$ cat src/spnkr_pkg.sv
// shared types, constants and substitution/permutation functions for the key recovery pipeline
package spnkr_pkg;

   localparam int unsigned BlockWidth  = 16;
   localparam int unsigned NibbleWidth = 4;
   localparam int unsigned NibbleCount = BlockWidth / NibbleWidth;
   localparam int unsigned CsrIndexWidth = 3;

   localparam logic [CsrIndexWidth-1:0] CsrKeyFive  = 3'd0;
   localparam logic [CsrIndexWidth-1:0] CsrKeyFour  = 3'd1;
   localparam logic [CsrIndexWidth-1:0] CsrKeyThree = 3'd2;
   localparam logic [CsrIndexWidth-1:0] CsrKeyTwo   = 3'd3;

   localparam logic [BlockWidth-1:0] KeyFiveReset  = 16'h5d8e;
   localparam logic [BlockWidth-1:0] KeyFourReset  = 16'hd6bf;
   localparam logic [BlockWidth-1:0] KeyThreeReset = 16'h7c76;
   localparam logic [BlockWidth-1:0] KeyTwoReset   = 16'h14dc;

   typedef logic [BlockWidth-1:0] block_type;

   typedef struct packed {
      block_type plain;
      block_type state;
   } word_type;

   localparam logic [NibbleWidth-1:0] InvSbox [16] = '{
      4'he, 4'h3, 4'h4, 4'h8, 4'h1, 4'hc, 4'ha, 4'hf,
      4'h7, 4'hd, 4'h9, 4'h6, 4'hb, 4'h2, 4'h0, 4'h5
   };

   localparam logic [NibbleWidth-1:0] PermTab [16] = '{
      4'd0, 4'd4, 4'd8, 4'd12, 4'd1, 4'd5, 4'd9, 4'd13,
      4'd2, 4'd6, 4'd10, 4'd14, 4'd3, 4'd7, 4'd11, 4'd15
   };

   function automatic block_type inv_substitute(input block_type v);
      block_type r;
      r = '0;
      for (int n = 0; n < NibbleCount; n++) begin
         r[n*NibbleWidth +: NibbleWidth] = InvSbox[v[n*NibbleWidth +: NibbleWidth]];
      end
      return r;
   endfunction

   function automatic block_type inv_permute(input block_type v);
      block_type r;
      r = '0;
      for (int i = 0; i < BlockWidth; i++) begin
         r[PermTab[i]] = v[i];
      end
      return r;
   endfunction

endpackage

$ cat src/spnkr_round.sv
// one pipeline stage: key xor, optional inverse permutation and inverse substitution
module spnkr_round (
   input  logic                 clock,
   input  logic                 reset,
   input  logic                 perm_en,
   input  spnkr_pkg::block_type round_key,
   input  logic                 in_valid,
   output logic                 in_ready,
   input  spnkr_pkg::word_type  in_word,
   output logic                 out_valid,
   input  logic                 out_ready,
   output spnkr_pkg::word_type  out_word
);

   logic                valid_ff;
   logic                valid_in;
   spnkr_pkg::word_type word_ff;
   spnkr_pkg::word_type word_in;
   spnkr_pkg::block_type mixed;
   spnkr_pkg::block_type routed;

   assign in_ready = !valid_ff || out_ready;

   always_comb begin
      mixed  = in_word.state ^ round_key;
      routed = perm_en ? spnkr_pkg::inv_permute(mixed) : mixed;
      word_in.plain = in_word.plain;
      word_in.state = spnkr_pkg::inv_substitute(routed);
      valid_in = in_ready ? in_valid : valid_ff;
   end

   always_ff @(posedge clock) begin
      if (reset) begin
         valid_ff <= 1'b0;
      end else begin
         valid_ff <= valid_in;
      end
   end

   always_ff @(posedge clock) begin
      if (in_ready && in_valid) begin
         word_ff <= word_in;
      end
   end

   assign out_valid = valid_ff;
   assign out_word  = word_ff;

   a_accept_fills : assert property (@(posedge clock) disable iff (reset)
      in_valid && in_ready |=> out_valid)
      else $error("accepted word did not reach stage register");

   a_stall_holds : assert property (@(posedge clock) disable iff (reset)
      out_valid && !out_ready |=> out_valid && $stable(word_ff))
      else $error("stalled stage word changed");

   a_drain_empties : assert property (@(posedge clock) disable iff (reset)
      out_valid && out_ready && !in_valid |=> !out_valid)
      else $error("stage kept a word that was already taken");

   a_reset_empty : assert property (@(posedge clock)
      $past(reset) |-> !out_valid)
      else $error("stage valid after reset");

endmodule

$ cat src/spn_first_round_key_recovery.sv
// top level: round key registers and four-stage inverse network pipeline
//
//  channel | direction | ports                                  | handshake
//  req     | in        | req_plain_block, req_cipher_block      | req_valid / req_ready
//  rsp     | out       | rsp_first_key                          | rsp_valid / rsp_ready
//  csr     | in        | csr_index, csr_write_data              | csr_write_enable
//
//  four register stages, one per inverse round; one word per cycle while rsp_ready stays high
//  each stage holds its word while the next stage is full and stalled
//  reset clears all valid bits and loads the default round keys
module spn_first_round_key_recovery (
   input  logic                                 clock,
   input  logic                                 reset,
   input  logic                                 req_valid,
   output logic                                 req_ready,
   input  logic [spnkr_pkg::BlockWidth-1:0]     req_plain_block,
   input  logic [spnkr_pkg::BlockWidth-1:0]     req_cipher_block,
   output logic                                 rsp_valid,
   input  logic                                 rsp_ready,
   output logic [spnkr_pkg::BlockWidth-1:0]     rsp_first_key,
   input  logic                                 csr_write_enable,
   input  logic [spnkr_pkg::CsrIndexWidth-1:0]  csr_index,
   input  logic [spnkr_pkg::BlockWidth-1:0]     csr_write_data
);

   localparam int unsigned StageCount = 4;

   spnkr_pkg::block_type key_ff [StageCount];
   spnkr_pkg::block_type key_in [StageCount];

   logic                stage_valid [StageCount+1];
   logic                stage_ready [StageCount+1];
   spnkr_pkg::word_type stage_word  [StageCount+1];

   always_comb begin
      for (int s = 0; s < StageCount; s++) begin
         key_in[s] = key_ff[s];
      end
      if (csr_write_enable) begin
         unique case (csr_index)
            spnkr_pkg::CsrKeyFive:  key_in[0] = csr_write_data;
            spnkr_pkg::CsrKeyFour:  key_in[1] = csr_write_data;
            spnkr_pkg::CsrKeyThree: key_in[2] = csr_write_data;
            spnkr_pkg::CsrKeyTwo:   key_in[3] = csr_write_data;
            default: ;
         endcase
      end
   end

   always_ff @(posedge clock) begin
      if (reset) begin
         key_ff[0] <= spnkr_pkg::KeyFiveReset;
         key_ff[1] <= spnkr_pkg::KeyFourReset;
         key_ff[2] <= spnkr_pkg::KeyThreeReset;
         key_ff[3] <= spnkr_pkg::KeyTwoReset;
      end else begin
         for (int s = 0; s < StageCount; s++) begin
            key_ff[s] <= key_in[s];
         end
      end
   end

   assign stage_valid[0]       = req_valid;
   assign req_ready            = stage_ready[0];
   assign stage_word[0].plain  = req_plain_block;
   assign stage_word[0].state  = req_cipher_block;

   for (genvar s = 0; s < StageCount; s++) begin : g_round
      spnkr_round u_round (
         .clock     (clock),
         .reset     (reset),
         .perm_en   (s != 0),
         .round_key (key_ff[s]),
         .in_valid  (stage_valid[s]),
         .in_ready  (stage_ready[s]),
         .in_word   (stage_word[s]),
         .out_valid (stage_valid[s+1]),
         .out_ready (stage_ready[s+1]),
         .out_word  (stage_word[s+1])
      );
   end

   assign rsp_valid              = stage_valid[StageCount];
   assign stage_ready[StageCount] = rsp_ready;
   assign rsp_first_key = stage_word[StageCount].plain ^ stage_word[StageCount].state;

endmodule
$ cat config.mk
export PLATFORM = sky130hd
export DESIGN_NAME = spn_first_round_key_recovery
export DESIGN_NICKNAME = d
export VERILOG_FILES = /design/src/spnkr_pkg.sv /design/src/spnkr_round.sv /design/src/spn_first_round_key_recovery.sv
export SDC_FILE = /design/constraint.sdc
export NUM_CORES = 1
export LEC_CHECK = 0
export BUFFER_PORTS_ARGS = -buffer_cell sky130_fd_sc_hd__clkbuf_2
export CORE_AREA = 2 2 142 144
export CTS_BUF_LIST = sky130_fd_sc_hd__clkbuf_4 sky130_fd_sc_hd__clkbuf_8 sky130_fd_sc_hd__clkbuf_16
export DETAILED_ROUTE_END_ITERATION = 6
export DIE_AREA = 0 0 144 146
export PLACE_DENSITY_LB_ADDON = 0.3
export SYNTH_ARGS = -nofsm -noshare
export SYNTH_HDL_FRONTEND = slang
export SYNTH_HIERARCHICAL = 1
export SYNTH_SLANG_ARGS = --single-unit
$ cat constraint.sdc
create_clock -name clock -period 1.8 [get_ports clock]
set_clock_uncertainty 0.05 [all_clocks]
set_input_delay 0.27 -clock clock [delete_from_list [all_inputs] [get_ports clock]]
set_output_delay 0.27 -clock clock [all_outputs]
set_load 0.005 [all_outputs]
==> impl_metrics.tcl, run 1 <==
set metrics [dict create \
    critPathMaxStageDelay_ns 0.43 \
    wl_per_cell_um 15.4 \
    io_pins 74 \
    power.density_nw_per_um2 913 \
    synthArstFlopShare 0 \
    first_iter_violations 356 \
    drc 0 \
    synth.most_common_cell "edfxtp_1" \
    syn_area_sq_um 10500 \
    synthFlopType "edfxtp_1" \
    synthDistinctLibCells 56 \
    placed_area_sq_um 11500 \
    synth-edff-count 128 \
    netlist_instances 883 \
    holdPathEnd "key_ff[0][4]$_SDFFE_PP0P_" \
    htreeDepth 4 \
    rows 51 \
    dp_cells 1254 \
    cts_tree "yes" \
    required_ns 1.94 \
    pwr-share-seq 0.449 \
    ant_nets 0 \
    peakVddDrop_mv 0.816 \
    core_area_sq_um 19300 \
    p_sw_mw 3.41 \
    maxCapViolations 0 \
    postSynthAreaPerCell_sq_um 11.9 \
    violations "setup timing" \
    max_freq_mhz 550 \
    r2r_cells 6 \
    dpl_worst_slack_ns -0.0504 \
    critPathLaunchType "register" \
    cts_root_buf "clkbuf_16" \
    grt_pass1_vias 6483 \
    diodes 0 \
    fin_nets 1116 \
    die_w_um 144 \
    track_usage 0.194 \
    post-route-period-util 1.01 \
    antenna_found_initial 0 \
    relSlewSlack 0.603 \
    whs_ns 0.0414 \
    ys_warn_count 6 \
    min_from "csr_write_data[4]" \
    clock_latency_ns 0.45 \
    cp.arrival_ns 1.96 \
    fin_cells 1322 \
    final_util 0.664 \
    start_util 0.542 \
    hp-class "input pin to register" \
    grt_pass1_wl_um 31600 \
    grt_start_max_net_pins 58 \
    period_needed_ns 1.82 \
    slew_violations 0 \
    hold_viol 0 \
    leakage_nw 4.98 \
    first_pass_iters 5 \
    yosys_register_bits 196 \
    cp-end-kind "register" \
    die-area_sq_um 21000 \
    worst_slack_ns -0.0173 \
    syn2layout_area_growth_pct 22.5 \
    synth_top_area_share 0.367 \
    vias 6945 \
    path_class "register to register" \
    synth_common_cells "edfxtp_1, nor2_1, mux2i_1, dfxtp_1, xor2_1" \
    drt-vias-per-instance 5.25 \
    status "complete, but fails checks" \
    numCtsBuffers 17 \
    cpMaxStageDelayCell "edfxtp_1" \
    p_int_mw 8.32 \
    comb_power_share 0.231 \
    ys_seq_area_frac 0.497 \
    totalNegativeSetupSlack_ns -0.0173 \
    worstHoldPathCells 3 \
    r2r_slack_ns -0.02 \
    switching_share 0.291 \
    yosysTopAreaCell "edfxtp_1" \
    post-dp-hpwl_um 14500 \
    synth_area_leaders "edfxtp_1, dfxtp_1, mux2i_1" \
    clk_pin_slew_worst_paths_ns 0.08 \
    worstMarginPinSlew_ns 0.594 \
    io_buffers 73 \
    clockPowerShare 0.320 \
    p_total_mw 11.7 \
    rr_endpoint "g_round[3].u_round/out_word[13]$_DFFE_PP_" \
    wl_um 20400 \
    crit_chain "xor2_2 > mux2i_4 > buf_6 > nor2_1 > a21oi_2 > xor2_1" \
    drive_gt1_frac 0.297 \
    grt_setup_unrepaired "yes" \
    clockBufferDepth 2 \
    fin_area_sq_um 12800 \
    setup-violations-final 1 \
    reg2reg_from "g_round[2].u_round/out_word[11]$_DFFE_PP_" \
    clock_sinks 196 \
    gp_congestion 0.830 \
    grt-ovfl-total 0 \
    crit_fanout 7 \
    dieHeight_um 146 \
]
==> final cells by class <==
cell class | count | area, sq um
clock buffers | 17 | 425
clock inverters | 15 | 183
fillers | 1414 | 6500
inverters | 32 | 125
multi-input cells | 632 | 5380
flip-flops and latches | 196 | 5210
well taps | 265 | 332
repair buffers | 165 | 1180
==> power groups by stage <==
stage          sequential (mW)  clock [mW]  combinational (mW)
4_1_cts                   5.24        3.85                2.47
5_1_grt                   5.28        4.00                2.97
2_1_floorplan             5.31           0                1.77
6_report                  5.26        3.75                2.71
3_3_place_gp              5.33           0                2.34
3_5_place_dp              5.34           0                2.39
==> per-layer routing <==
| metal | track usage | vias to the layer above | wire (um) |
|---|---|---|---|
| li1 | - | 3458 | - |
| met1 | 0.237 | 3302 | 8640 |
| met2 | 0.344 | 164 | 10600 |
| met3 | 0.0431 | 21 | 819 |
| met4 | 0.0525 | 0 | 263 |
| met5 | 0 | - | 0 |
==> worst max-delay path: cells and delay by family, from the launching register on <==
kind | cells | cell delay, ns
and+or+nand+nor | 1 | 0.15
buffers and inverters | 1 | 0.17
xor gates and xnor gates | 2 | 0.51
AOI/OAI and AO/OA | 1 | 0.06
DFF | 1 | 0.43
muxes | 1 | 0.21
==> timing repair <==
action                                  4_1_cts  5_1_grt
endpoints found under the setup margin        7       30
pin swaps                                     1       10
setup buffers                                 4       16
gates resized for setup                      12       54
hold buffers                                 17        0
hold endpoints to repair                     17        0
==> how the worst max path moves through the flow <==
stage | from | to | slack (ns) | cells after the start
5_1_grt | g_round[0].u_round/out_word[3]$_DFFE_PP_ | g_round[1].u_round/out_word[15]$_DFFE_PP_ | -0.05 | 6
3_5_place_dp | g_round[1].u_round/out_word[3]$_DFFE_PP_ | g_round[2].u_round/out_word[15]$_DFFE_PP_ | -0.05 | 8
6_report | g_round[2].u_round/out_word[11]$_DFFE_PP_ | g_round[3].u_round/out_word[13]$_DFFE_PP_ | -0.02 | 6
2_1_floorplan | g_round[3].u_round/out_valid$_SDFFE_PP0P_ | g_round[2].u_round/out_word[0]$_DFFE_PP_ | 0.04 | 3
4_1_cts | g_round[0].u_round/out_word[11]$_DFFE_PP_ | g_round[1].u_round/out_word[15]$_DFFE_PP_ | -0.001 | 5
3_3_place_gp | req_cipher_block[11] | g_round[0].u_round/out_word[8]$_DFFE_PP_ | -0.04 | 6
==> state kept, by name (all words and copies together), names as in the netlist <==
register and count:
g_round.u_round/out_word 128, g_round.u_round/out_valid 4, key_ff 64
==> cell families (layout without fill, tap and decap cells) <==
logic type,after synthesis,after routing,synth area share
muxes,128,128,0.155
other,2,4,0.000717
and+or+nand+nor,240,240,0.113
AOI/OAI and AO/OA,122,122,0.0788
adders and majority gates,22,22,0.0256
DFF,196,196,0.497
buffers and inverters,57,229,0.0320
xor gates and xnor gates,116,116,0.0984
==> placed cells by master, fill, tap and decap left out, types with 12 or more instances in the layout <==
cell type	count
dlygate4sd3_1	17
clkbuf_2	73
clkbuf_16	17
xor2_1	40
dfxtp_1	67
xnor2_1	45
a21oi_1	31
buf_4	66
nand2b_1	44
nand2_1	27
mux2i_1	76
edfxtp_1	128
o21ai_0	19
mux2i_2	14
nor2_1	98
mux2i_4	24
inv_1	23
nor3_1	26
ha_1	12
xor2_2	21
o21ai_1	17
(Power assumes the default switching activity.)
==> inputs of run 2 (changes only) <==
--- a/config.mk
+++ b/config.mk
@@ -5,7 +5,7 @@
 export SDC_FILE = /design/constraint.sdc
 export NUM_CORES = 1
 export LEC_CHECK = 0
-export BUFFER_PORTS_ARGS = -buffer_cell sky130_fd_sc_hd__clkbuf_2
+export BUFFER_PORTS_ARGS = -buffer_cell sky130_fd_sc_hd__buf_2
 export CORE_AREA = 2 2 142 144
 export CTS_BUF_LIST = sky130_fd_sc_hd__clkbuf_4 sky130_fd_sc_hd__clkbuf_8 sky130_fd_sc_hd__clkbuf_16
 export DETAILED_ROUTE_END_ITERATION = 6
==> impl_metrics.tcl, run 2 (synthesis gave the netlist of run 1 again) <==
set metrics [dict create \
    dpl_worst_slack_ns -0.0679 \
    drt-vias-per-instance 5.33 \
    wl_um 21300 \
    syn2layout_area_growth_pct 22.5 \
    numCtsBuffers 17 \
    fin_nets 1116 \
    vias 7045 \
    track_usage 0.201 \
    clockPowerShare 0.333 \
    wl_per_cell_um 16.1 \
    cts_root_buf "clkbuf_16" \
    n_fill_cell 1411 \
    worst_slack_ns -0.0567 \
    core_area_sq_um 19300 \
    ant_nets 0 \
    placed_area_sq_um 11500 \
    clock_sinks 196 \
    p_total_mw 12.0 \
    die_w_um 144 \
    power.density_nw_per_um2 932 \
    multi_input_area_sq_um 5370 \
    rr_endpoint "g_round[1].u_round/out_word[15]$_DFFE_PP_" \
    violations "setup timing" \
    mostFrequentLayoutCells "edfxtp_1, nor2_1, mux2i_1" \
    hp-class "input pin to register" \
    slew_violations 0 \
    grt-ovfl-total 0 \
    io_pins 74 \
    required_ns 1.93 \
    peakVddDrop_mv 0.726 \
    reg2reg_from "g_round[0].u_round/out_word[7]$_DFFE_PP_" \
    largest_register_ffs 128 \
    start_util 0.542 \
    clock_latency_ns 0.45 \
    p_int_mw 8.37 \
    cp-end-kind "register" \
    first_iter_violations 387 \
    grt_pass1_wl_um 33100 \
    max_freq_mhz 539 \
    status "complete, but fails checks" \
    leakage_nw 5.00 \
    crit_fanout 9 \
    maxCapViolations 0 \
    critPathLaunchType "register" \
    r2r_slack_ns -0.06 \
    post-route-period-util 1.03 \
    r2r_cells 5 \
    whs_ns 0.0130 \
    comb_power_share 0.228 \
    gp_congestion 0.859 \
    clk_pin_slew_worst_paths_ns 0.08 \
    htreeDepth 4 \
    post-dp-hpwl_um 14900 \
    grt_start_max_net_pins 49 \
    fin_area_sq_um 12800 \
    first_pass_iters 6 \
    cp-endpoint "g_round[1].u_round/out_word[15]$_DFFE_PP_" \
    path_class "register to register" \
    relSlewSlack 0.635 \
    period_needed_ns 1.86 \
    p_sw_mw 3.60 \
    rows 51 \
    cp.arrival_ns 1.98 \
    antenna_found_initial 0 \
    dieHeight_um 146 \
    clockBufferDepth 2 \
    worstMarginPinSlew_ns 0.537 \
    die-area_sq_um 21000 \
    crit_start "g_round[0].u_round/out_word[7]$_DFFE_PP_" \
    ff_latch_area_sq_um 5210 \
    cts_tree "yes" \
    switching_share 0.301 \
    layout_commonest_cell "edfxtp_1" \
    hold_viol 0 \
    grt_pass1_vias 6915 \
    pwr-share-seq 0.440 \
    diodes 0 \
    drc 0 \
    drive_gt1_frac 0.301 \
    io_buffers 73 \
    grt_setup_unrepaired "yes" \
    final_util 0.664 \
    setup-violations-final 1 \
]
[run 2: changes by cell type in the layout (fill, tap and decap cells not counted), moves of 3 or more]
cell      before  now
inv_12         1    5
clkbuf_2      73    0
xnor2_1       45   41
buf_2          0   73
xnor2_2        9   13
mux2i_4       24   21
xor2_1        40   43
nand2_1       27   30
mux2i_2       14   19
[run 2: area by class of cell]
class,instances,share of cell area
Multi-Input combinational cell,633,0.419
Clock inverter,15,0.0167
Sequential cell,196,0.406
Inverter,32,0.00975
Clock buffer,17,0.0331
Tap cell,265,0.0258
Timing Repair Buffer,164,0.0903
[run 2: worst min path at each step]
stage / from / to / slack [ns] / cells past startpoint
final: req_valid / g_round[0].u_round/out_valid$_SDFFE_PP0P_ / 0.01 / 3
after global routing: req_valid / g_round[0].u_round/out_valid$_SDFFE_PP0P_ / 0.01 / 3
after CTS: req_valid / g_round[0].u_round/out_valid$_SDFFE_PP0P_ / 0.004 / 3
after detailed placement: g_round[2].u_round/out_word[26]$_DFFE_PP_ / g_round[3].u_round/out_word[26]$_DFFE_PP_ / 0.35 / 0
after global placement: g_round[2].u_round/out_word[27]$_DFFE_PP_ / g_round[3].u_round/out_word[27]$_DFFE_PP_ / 0.35 / 0
after floorplan: reset / g_round[0].u_round/out_valid$_SDFFE_PP0P_ / 0.29 / 1
[run 2: timing repair]
item,in CTS,in global routing
gates cloned,0,1
setup buffers,4,10
resized for setup,14,50
hold buffers,16,0
pin swaps,1,11
setup endpoints to repair,13,35
hold endpoints to repair,16,0
[run 2: through the flow]
step,std cells,TNS (ns)
floorplan,885,0
finish,1322,-0.0567
global placement,1260,-0.0349
global route,1322,-0.535
CTS,1312,0
detailed placement,1260,-0.192
[run 2: routing by layer]
layer	global-route usage	share of wire	vias up	routed length, um
met1	0.245	0.42	3345	9060
met5	0	0	-	0
met2	0.354	0.51	171	10900
met3	0.0329	0.037	52	781
met4	0.0750	0.027	0	583
li1	-	-	3477	-
[run 2: worst max-delay path, cell delays in order, from the launching register on]
cell and delay (ns):
edfxtp_1 0.42, xnor2_2 0.18, mux2i_4 0.36, nor2_1 0.14, a2111oi_4 0.35, a21oi_1 0.08
[run 2: power by group through the flow]
stage	registers (mW)	logic, mW	clock network (mW)
floorplan	5.31	1.77	0
global placement	5.32	2.34	0
detailed placement	5.33	2.40	0
CTS	5.24	2.48	4.04
global route	5.28	2.98	4.20
finish	5.26	2.73	3.98
==> inputs of run 3 (changes only) <==
--- a/config.mk
+++ b/config.mk
@@ -11,6 +11,7 @@
 export DETAILED_ROUTE_END_ITERATION = 6
 export DIE_AREA = 0 0 144 146
 export PLACE_DENSITY_LB_ADDON = 0.3
+export RECOVER_POWER = 25
 export SYNTH_ARGS = -nofsm -noshare
 export SYNTH_HDL_FRONTEND = slang
 export SYNTH_HIERARCHICAL = 1
==> impl_metrics.tcl, run 3 (synthesis gave the netlist of run 1 again) <==
set metrics [dict create \
    status "complete, but fails checks" \
    violations "setup timing" \
    drc 0 \
    power.density_nw_per_um2 933 \
    hp-class "input pin to register" \
    totalNegativeSetupSlack_ns -0.0550 \
    cpMaxStageDelayCell "edfxtp_1" \
    relSlewSlack 0.186 \
    max_freq_mhz 539 \
    cp_num_buf_inv 0 \
    path_class "register to register" \
    crit_fanout 9 \
    core_area_sq_um 19300 \
    worst_slack_ns -0.0550 \
    n_fill_cell 1419 \
    whs_ns 0.0155 \
    clk_pin_slew_worst_paths_ns 0.08 \
    io_pins 74 \
    die_w_um 144 \
    syn2layout_area_growth_pct 22.3 \
    reg2reg_from "g_round[0].u_round/out_word[7]$_DFFE_PP_" \
    critPathMaxStageDelay_ns 0.42 \
    track_usage 0.201 \
    antenna_found_initial 0 \
    dieHeight_um 146 \
    fin_area_sq_um 12800 \
    post-dp-hpwl_um 14900 \
    cts_root_buf "clkbuf_16" \
    setup-violations-final 1 \
    crit_cells 5 \
    clock_sinks 196 \
    crit_chain "xnor2_2 > mux2i_4 > nor2_1 > a2111oi_4 > a21oi_1" \
    fin_nets 1116 \
    wl_per_cell_um 16.1 \
    wl_um 21300 \
    io_buffers 73 \
    cp-endpoint "g_round[1].u_round/out_word[15]$_DFFE_PP_" \
    diodes 0 \
    grt_start_max_net_pins 49 \
    grt_setup_unrepaired "yes" \
    clock_latency_ns 0.44 \
    post-route-period-util 1.03 \
    grt_pass1_wl_um 33100 \
    first_iter_violations 369 \
    drt-vias-per-instance 5.30 \
    cp.arrival_ns 1.98 \
    numCtsBuffers 17 \
    largest_register_ffs 128 \
    mostFrequentLayoutCells "edfxtp_1, nor2_1, mux2i_1" \
    required_ns 1.92 \
    ant_nets 0 \
    rr_endpoint "g_round[1].u_round/out_word[15]$_DFFE_PP_" \
    die-area_sq_um 21000 \
    gp_congestion 0.859 \
    r2r_cells 5 \
    drive_gt1_frac 0.293 \
    crit_start "g_round[0].u_round/out_word[7]$_DFFE_PP_" \
    rows 51 \
    grt_pass1_vias 6915 \
    cp-end-kind "register" \
    worstMarginPinSlew_ns 1.22 \
    placed_area_sq_um 11500 \
    first_pass_iters 6 \
    hold_viol 0 \
    leakage_nw 4.98 \
    htreeDepth 4 \
    start_util 0.542 \
    slew_violations 0 \
    r2r_slack_ns -0.05 \
    cts_tree "yes" \
    maxCapViolations 0 \
    period_needed_ns 1.85 \
    peakVddDrop_mv 0.720 \
    critPathLaunchType "register" \
    layout_commonest_cell "edfxtp_1" \
    crit_family "compound AO/OA/AOI/OAI gates" \
    clockBufferDepth 2 \
    grt-ovfl-total 0 \
    vias 7001 \
]
==> run 3: cell types whose count changed in the layout (fill, tap and decap cells not counted), sizes merged <==
cell / before / now
clkbuf: 17 / 24
buf: 148 / 141
==> run 3: layer usage <==
| metal | vias to the layer above | GRT usage | part of all wire |
|---|---|---|---|
| met2 | 153 | 0.354 | 0.51 |
| met1 | 3330 | 0.245 | 0.43 |
| met4 | 0 | 0.0750 | 0.025 |
| met3 | 42 | 0.0329 | 0.034 |
| met5 | - | 0 | 0 |
| li1 | 3476 | - | - |
==> run 3: area by class of cell <==
type | count | area (sq um) | area share
tap | 265 | 332 | 0.0259
multi-input combinational | 633 | 5370 | 0.419
inverter | 32 | 125 | 0.00976
timing repair buffer | 164 | 1140 | 0.0893
sequential | 196 | 5210 | 0.406
clock buffer | 17 | 425 | 0.0332
clock inverter | 15 | 214 | 0.0167
==> run 3: what timing repair did <==
| item | 4_1_cts | 5_1_grt |
|---|---|---|
| setup endpoints to repair | 13 | 35 |
| pin swaps | 1 | 11 |
| buffers inserted | 4 | 10 |
| gates resized for setup | 14 | 50 |
| gates cloned | 0 | 1 |
| hold buffers | 16 | 0 |
| hold endpoints to repair | 16 | 0 |
==> run 3: worst reg2reg max path: cells and delay by family, from the launching register on <==
family | cells | cell delay [ns]
AO/OA/AOI/OAI | 2 | 0.43
XOR/XNOR | 1 | 0.18
flip-flops | 1 | 0.42
multiplexers | 1 | 0.37
AND/OR/NAND/NOR | 1 | 0.14
==> run 3: metrics by stage <==
step | utilization | power, mW | setup slack (ns) | std cells
after floorplan | - | 7.07 | 0.0384 | 885
after global placement | 0.596 | 7.67 | -0.0299 | 1260
after detailed placement | 0.596 | 7.74 | -0.0679 | 1260
after CTS | 0.643 | 11.8 | 0.00296 | 1312
after global routing | 0.663 | 12.5 | -0.109 | 1322
final | 0.663 | 12.0 | -0.0550 | 1322
==> run 3: worst min path at each step <==
stage                                              start                                        end  slack [ns]  depth (start not counted)
6_report                                       req_valid  g_round[0].u_round/out_valid$_SDFFE_PP0P_        0.02                          3
5_1_grt                                        req_valid  g_round[0].u_round/out_valid$_SDFFE_PP0P_        0.01                          3
4_1_cts                                        req_valid  g_round[0].u_round/out_valid$_SDFFE_PP0P_       0.004                          3
3_5_place_dp   g_round[2].u_round/out_word[26]$_DFFE_PP_  g_round[3].u_round/out_word[26]$_DFFE_PP_        0.35                          0
3_3_place_gp   g_round[2].u_round/out_word[27]$_DFFE_PP_  g_round[3].u_round/out_word[27]$_DFFE_PP_        0.35                          0
2_1_floorplan                                      reset  g_round[0].u_round/out_valid$_SDFFE_PP0P_        0.29                          1
==> run 3: power breakdown <==
part           total, mW  switching [mW]  internal [mW]  leakage [nW]
Combinational       2.72            1.43           1.29          2.92
Clock               3.98            2.03           1.95         0.307
Sequential          5.26           0.139           5.12          1.75
